$ cat src/sorted_min_priority_queue_top_macros.svh
// Assertion macros used by the top-level design file.
`ifndef SORTED_MIN_PRIORITY_QUEUE_TOP_MACROS_SVH
`define SORTED_MIN_PRIORITY_QUEUE_TOP_MACROS_SVH

`ifndef SYNTHESIS

// The consequent must hold in the same cycle as the antecedent.
`define SMPQ_ASSERT_NOW(label, ante, cons) \
    label: assert property (@(posedge i_clk) disable iff (!i_rst_n) (ante) |-> (cons)) \
        else $error("assertion failed");

// The consequent must hold in the cycle after the antecedent.
`define SMPQ_ASSERT_NEXT(label, ante, cons) \
    label: assert property (@(posedge i_clk) disable iff (!i_rst_n) (ante) |=> (cons)) \
        else $error("assertion failed");

`else

`define SMPQ_ASSERT_NOW(label, ante, cons)
`define SMPQ_ASSERT_NEXT(label, ante, cons)

`endif

`endif

$ cat src/smpq_pkg.sv
package smpq_pkg;

    localparam int DEPTH = 128;
    localparam int CNT_W = $clog2(DEPTH + 1);
    localparam int KEY_W = 32;

    localparam logic [CNT_W-1:0] CNT_ONE = CNT_W'(1);
    localparam logic [CNT_W-1:0] CNT_ZERO = '0;
    localparam logic [CNT_W-1:0] CNT_FULL = CNT_W'(DEPTH);

    localparam logic [1:0] FUNC_INSERT = 2'd0;
    localparam logic [1:0] FUNC_REMOVE = 2'd1;
    localparam logic [1:0] FUNC_PEEK   = 2'd2;

    localparam logic [1:0] ST_OK    = 2'd0;
    localparam logic [1:0] ST_EMPTY = 2'd1;
    localparam logic [1:0] ST_FULL  = 2'd2;

    typedef struct packed {
        logic [1:0]              func;
        logic signed [KEY_W-1:0] key_in;
    } t_in_item;

    typedef struct packed {
        logic [1:0]              status;
        logic signed [KEY_W-1:0] key_out;
        logic [7:0]              held_count;
    } t_out_item;

    typedef struct packed {
        logic ins;
        logic rem;
    } t_cell_ctl;

endpackage

$ cat src/smpq_cell.sv
module smpq_cell (
    input  logic                              i_clk,
    input  logic                              i_rst_n,
    input  smpq_pkg::t_cell_ctl               i_ctl,
    input  logic signed [smpq_pkg::KEY_W-1:0] i_key,
    input  logic signed [smpq_pkg::KEY_W-1:0] i_prev_key,
    input  logic                              i_prev_valid,
    input  logic                              i_prev_gt,
    input  logic signed [smpq_pkg::KEY_W-1:0] i_next_key,
    input  logic                              i_next_valid,
    output logic signed [smpq_pkg::KEY_W-1:0] o_key,
    output logic                              o_valid,
    output logic                              o_gt
);

    logic signed [smpq_pkg::KEY_W-1:0] r_key;
    logic signed [smpq_pkg::KEY_W-1:0] n_key;
    logic                              r_valid;
    logic                              n_valid;

    // An empty cell counts as holding a key above every other.
    assign o_gt    = !r_valid || (r_key > i_key);
    assign o_key   = r_key;
    assign o_valid = r_valid;

    always_comb begin
        n_key   = r_key;
        n_valid = r_valid;
        if (i_ctl.ins) begin
            if (o_gt) begin
                n_key = i_prev_gt ? i_prev_key : i_key;
            end
            n_valid = r_valid || i_prev_valid;
        end else if (i_ctl.rem) begin
            n_key   = i_next_key;
            n_valid = i_next_valid;
        end
    end

    always_ff @(posedge i_clk) begin
        if (!i_rst_n) begin
            r_valid <= 1'b0;
        end else begin
            r_valid <= n_valid;
        end
    end

    always_ff @(posedge i_clk) begin
        r_key <= n_key;
    end

endmodule

$ cat config.mk
export PLATFORM = sky130hd
export DESIGN_NAME = smpq_cell
export DESIGN_NICKNAME = d
export VERILOG_FILES = /design/src/sorted_min_priority_queue_top_macros.svh /design/src/smpq_pkg.sv /design/src/smpq_cell.sv
export SDC_FILE = /design/constraint.sdc
export NUM_CORES = 1
export LEC_CHECK = 0
export ABC_AREA = 1
export BUFFER_PORTS_ARGS = -buffer_cell sky130_fd_sc_hd__buf_2
export CORE_ASPECT_RATIO = 0.6
export CORE_MARGIN = 2
export CORE_UTILIZATION = 46
export DETAILED_ROUTE_END_ITERATION = 12
export GPL_ROUTABILITY_DRIVEN = 0
export PLACE_DENSITY = 0.82
export RECOVER_POWER = 50
export SYNTH_ARGS = -nofsm -noshare
export SYNTH_HDL_FRONTEND = slang
export SYNTH_SLANG_ARGS = --single-unit
$ cat constraint.sdc
create_clock -name i_clk -period 3.6 [get_ports i_clk]
set_input_delay 0.54 -clock i_clk [delete_from_list [all_inputs] [get_ports i_clk]]
set_output_delay 0.54 -clock i_clk [all_outputs]
set_load 0.02 [all_outputs]
==> flow_metrics.env, run 1 <==
export IMPL_wl_per_cell_um=13.26
export IMPL_yosysWarnings=0
export IMPL_grt_antenna_before_repair=0
export IMPL_worstPathArrival_ns=2.84
export IMPL_cp_start_kind="primary input"
export IMPL_vias=2635
export IMPL_syn_area_per_cell_um2=7.732
export IMPL_post_dp_hpwl_um=5383
export IMPL_grt_use_total_pct=23.27
export IMPL_coreArea_um2=5205
export IMPL_p_leak_nw=1.684
export IMPL_rsz0062_at_grt="false"
export IMPL_cts_sinks=33
export IMPL_ir_drop_mv=0.1827
export IMPL_grt_max_degree=36
export IMPL_cp_top_family="buffers and inverters"
export IMPL_cts_resized=0
export IMPL_min_period_ns=2.817
export IMPL_fin_setup_tns_ns=0
export IMPL_ctsHoldBuffers=0
export IMPL_drive_above_1_share_pct=26.68
export IMPL_area_growth_syn_to_layout_pct=29.71
export IMPL_cts_tree="yes"
export IMPL_setup_violations=0
export IMPL_final_common_cell="buf_2"
export IMPL_synthDistinctLibCells=23
export IMPL_final_cell_mix="buf_2, nand2_1, o21ai_0"
export IMPL_path_cells="clkbuf_1 -> inv_1 -> nor2_1 -> o21ai_1"
export IMPL_hp_class="in2reg"
export IMPL_ys_seq_elements=33
export IMPL_tightest_slew_ns=1.353
export IMPL_yosysTopAreaCellShare_pct=37.78
export IMPL_slew_viol_final=0
export IMPL_die_height_um=61.60
export IMPL_clock_skew_ns=0.009029
export IMPL_crit_path_top_delay_cell="clkbuf_1"
export IMPL_drt_pass1_iter_count=5
export IMPL_cts_setup_buffers=0
export IMPL_timing_fmax_mhz=354.9
export IMPL_finalPower_mw=1.114
export IMPL_crit_path_end_kind="flip-flop"
export IMPL_drc=0
export IMPL_n_antenna_cell=0
export IMPL_numCtsBuffers=5
export IMPL_grt_pass1_vias=2518
export IMPL_outcome="finished, final reports clean"
export IMPL_synth_fp_nets=464
export IMPL_num_rows=20
export IMPL_drv_cap=0
export IMPL_cp_slowest_stage_delay_ns=0.97
export IMPL_die_area_um2=6160
export IMPL_relSlewSlack_pct=9.786
export IMPL_clock_latency_ns=0.28
export IMPL_synth_area_top_cells="edfxtp_1, ha_1, nand2_1"
export IMPL_layout_worst_path_cycle_share_pct=78.26
export IMPL_drt_total_wl_um=6986
export IMPL_power_density_nw_per_um2=337.5
export IMPL_grt_pass1_wl_um=11160
export IMPL_crit_buf_inv=2
export IMPL_ioPinCount=137
export IMPL_synth_largest_area_cell="edfxtp_1"
export IMPL_ys_seq_area_share_pct=38.56
export IMPL_nets=596
export IMPL_drt_iter0_drc=124
export IMPL_synth_area_um2=2544
export IMPL_critPathRequiredTime_ns=3.62
export IMPL_syn_inst=329
export IMPL_clockBufferDepth=2
export IMPL_setup_worst_path_class="in2reg"
export IMPL_port_buffers=136
export IMPL_h_tree_depth=2
export IMPL_cp_max_fo=33
export IMPL_finalHoldViolations=0
export IMPL_initial_core_util_pct=48.87
export IMPL_viasPerCell=5.000
export IMPL_die_x_um=100
export IMPL_grt_remaining_overflow=0
export IMPL_ant_nets=0
export IMPL_clk_pin_slew_worst_paths_ns=0.07
export IMPL_root_buffer="clkbuf_8"
cell families (layout without fill, tap and decap cells):
logic type	Yosys count	count (layout)	synth area share, %
adders and majority gates	32	32	15.74
and+or+nand+nor	127	127	20.51
buffers and inverters	55	187	8.264
AOI/OAI and AO/OA	82	82	16.92
DFF	33	33	38.56
path summary, 6_finish.rpt:
path / from / end / slack, ns / depth (start not counted)
setup reg to reg: o_key[31] / o_key[26] / 1.14 / 14
setup / recovery: i_prev_gt / o_key[12] / 0.78 / 4
hold / removal: i_rst_n / o_valid / 0.47 / 3
hold reg to reg: o_valid / o_valid / 0.70 / 4
registers in the layout, summed over array words and instances, names as in the netlist:
signal	flops
o_key	32
o_valid	1
cell type report:
| cell class | count | area (um^2) |
|---|---|---|
| clock buffers | 6 | 72.57 |
| clock inverters | 1 | 3.754 |
| fillers | 490 | 1906 |
| inverters | 43 | 161.4 |
| multi-input cells | 241 | 1353 |
| flip-flops and latches | 33 | 980.9 |
| well taps | 66 | 82.58 |
| repair buffers | 137 | 645.6 |
where the power goes:
group	total (mW)	internal, mW	switching (mW)
Combinational	0.363	0.136	0.228
Clock	0.252	0.130	0.122
Sequential	0.498	0.475	0.0233
Total	1.11	0.741	0.373
through the flow:
stage | hold WS, ns | area (um^2) | utilization (%) | worst slack, ns | instances
after floorplan | 0.6376 | 2544 | - | 0.7992 | 329
after global placement | 0.6382 | 3266 | 62.74 | 0.9244 | 520
after detailed placement | 0.6930 | 3266 | 62.74 | 0.9254 | 520
after CTS | 0.4611 | 3342 | 64.21 | 0.9977 | 527
after global routing | 0.4724 | 3299 | 63.39 | 0.5922 | 527
final | 0.4665 | 3299 | 63.39 | 0.7827 | 527
synth_stat cells:
| cell | number |
|---|---|
| a21o_1 | 1 |
| a21oi_1 | 12 |
| a21oi_4 | 1 |
| a22oi_1 | 1 |
| buf_4 | 1 |
| clkbuf_1 | 11 |
| dfxtp_1 | 1 |
| edfxtp_1 | 32 |
| ha_1 | 32 |
| inv_1 | 38 |
| inv_2 | 5 |
| nand2_1 | 73 |
| nand2_2 | 3 |
| nand3_1 | 3 |
| nand3_2 | 1 |
| nand4_1 | 2 |
| nand4_2 | 1 |
| nor2_1 | 40 |
| nor2_2 | 3 |
| nor3_2 | 1 |
| o21a_2 | 1 |
| o21ai_0 | 34 |
| o21ai_1 | 32 |
metal layers:
metal  track usage (%)  part of all wire [%]
met1             30.57                    47
met2             40.35                    45
met3             5.675                   7.0
met4             4.697                  0.96
met5                 0                     0
tightest hold or removal path: cells and delay by family:
family        cells  cell delay [ns]
simple gates      1             0.05
buf+inv           2             0.13
Power figures use the tool's default switching activity.
==> run 2, diff against run 1 <==
Clock period 3.6 ns to 2.9 ns, I/O delays scaled along.
==> flow_metrics.env, run 2 (synthesis gave the netlist of run 1 again) <==
export IMPL_grt_use_total_pct=24.25
export IMPL_grt_pass1_vias=2427
export IMPL_cts_resized=0
export IMPL_crit_path_end_kind="output pin"
export IMPL_p_leak_nw=1.701
export IMPL_cp_max_fo=2
export IMPL_setup_violations=0
export IMPL_coreArea_um2=5205
export IMPL_drv_cap=0
export IMPL_layout_worst_path_cycle_share_pct=88.23
export IMPL_ir_drop_mv=0.1964
export IMPL_cts_sinks=33
export IMPL_finalHoldViolations=0
export IMPL_grt_max_degree=35
export IMPL_drive_above_1_share_pct=27.31
export IMPL_port_buffers=136
export IMPL_die_area_um2=6160
export IMPL_tightest_slew_ns=1.070
export IMPL_largest_register_ffs=32
export IMPL_viasPerCell=5.000
export IMPL_grt_antenna_before_repair=0
export IMPL_whs_ns=0.3352
export IMPL_die_x_um=100
export IMPL_ioPinCount=137
export IMPL_rsz0062_at_grt="false"
export IMPL_drc=0
export IMPL_cp_start_kind="flip-flop"
export IMPL_clock_skew_ns=0.009672
export IMPL_final_common_cell="buf_2"
export IMPL_die_height_um=61.60
export IMPL_numCtsBuffers=5
export IMPL_power_density_nw_per_um2=423.8
export IMPL_outcome="finished, final reports clean"
export IMPL_cts_tree="yes"
export IMPL_drt_total_wl_um=7203
export IMPL_clockBufferDepth=2
export IMPL_vias=2655
export IMPL_num_rows=20
export IMPL_fillCellCount=484
export IMPL_critPathRequiredTime_ns=2.47
export IMPL_n_antenna_cell=0
export IMPL_hold_depth=3
export IMPL_initial_core_util_pct=48.87
export IMPL_regArea_um2=980.9
export IMPL_root_buffer="clkbuf_8"
export IMPL_drt_pass1_iter_count=4
export IMPL_hp_class="in2reg"
export IMPL_grt_remaining_overflow=0
export IMPL_clk_pin_slew_worst_paths_ns=0.07
export IMPL_slew_viol_final=0
export IMPL_ctsHoldBuffers=0
export IMPL_final_cell_mix="buf_2, nand2_1, o21ai_0"
export IMPL_fin_setup_tns_ns=0
export IMPL_relSlewSlack_pct=28.56
export IMPL_ant_nets=0
export IMPL_grt_pass1_wl_um=11250
export IMPL_post_dp_hpwl_um=5733
export IMPL_worstPathArrival_ns=2.12
export IMPL_timing_fmax_mhz=390.8
export IMPL_setup_worst_path_class="reg2out"
export IMPL_utilization_pct=63.92
export IMPL_clock_latency_ns=0.28
export IMPL_rr_worst_depth=14
export IMPL_cts_setup_buffers=0
export IMPL_min_period_ns=2.559
export IMPL_drt_iter0_drc=83
export IMPL_h_tree_depth=2
export IMPL_area_growth_syn_to_layout_pct=30.79
export IMPL_nets=599
export IMPL_wl_per_cell_um=13.56
export IMPL_multi_input_area_um2=1353
## run 2: report_power, final
group	internal (mW)	leakage [nW]	total, mW	switching, mW
combinational	0.173	1.33	0.460	0.286
sequential	0.589	0.329	0.619	0.0299
clock	0.168	0.0422	0.331	0.163
## run 2: worst max-delay path, stage by stage, from the launching register on
cell and delay, ns:
edfxtp_1 0.41, ha_1 0.31, nand2_1 0.07, nor2_1 0.23, nand4_2 0.15, nor2_2 0.13, nand2_1 0.08, nand2_1 0.06
nand2_1 0.04, nand2_1 0.05, nand2_1 0.06, nand2_2 0.06, buf_2 0.19
## run 2: per-layer routing
metal	vias to the layer above	wire, um	track usage, %
li1	1368	-	-
met1	1173	3382	32.06
met2	105	3180	40.73
met3	9	551	5.562
met4	0	87	7.632
met5	-	0	0
## run 2: stage by stage
stage          power, mW  cells  instance area [um^2]  setup slack (ns)
2_1_floorplan     0.9105    329                  2544            0.1520
3_3_place_gp       1.081    523                  3288            0.5012
4_1_cts            1.430    531                  3369            0.3535
3_5_place_dp       1.102    523                  3288            0.4241
5_1_grt            1.502    531                  3327            0.2020
6_report           1.410    531                  3327            0.3414
## run 2: final timing paths
path	startpoint	end	slack (ns)
hold reg to reg	o_valid	o_valid	0.67
hold / removal	i_rst_n	o_valid	0.34
setup reg to reg	o_key[23]	o_key[0]	0.52
setup / recovery	o_key[23]	o_gt	0.34
## run 2: final cells by class
type,instances,area share [%]
Multi-Input combinational cell,241,40.65
Sequential cell,33,29.48
Timing Repair Buffer,140,20.08
Inverter,43,4.851
Tap cell,66,2.482
Clock buffer,7,2.294
Clock inverter,1,0.1504
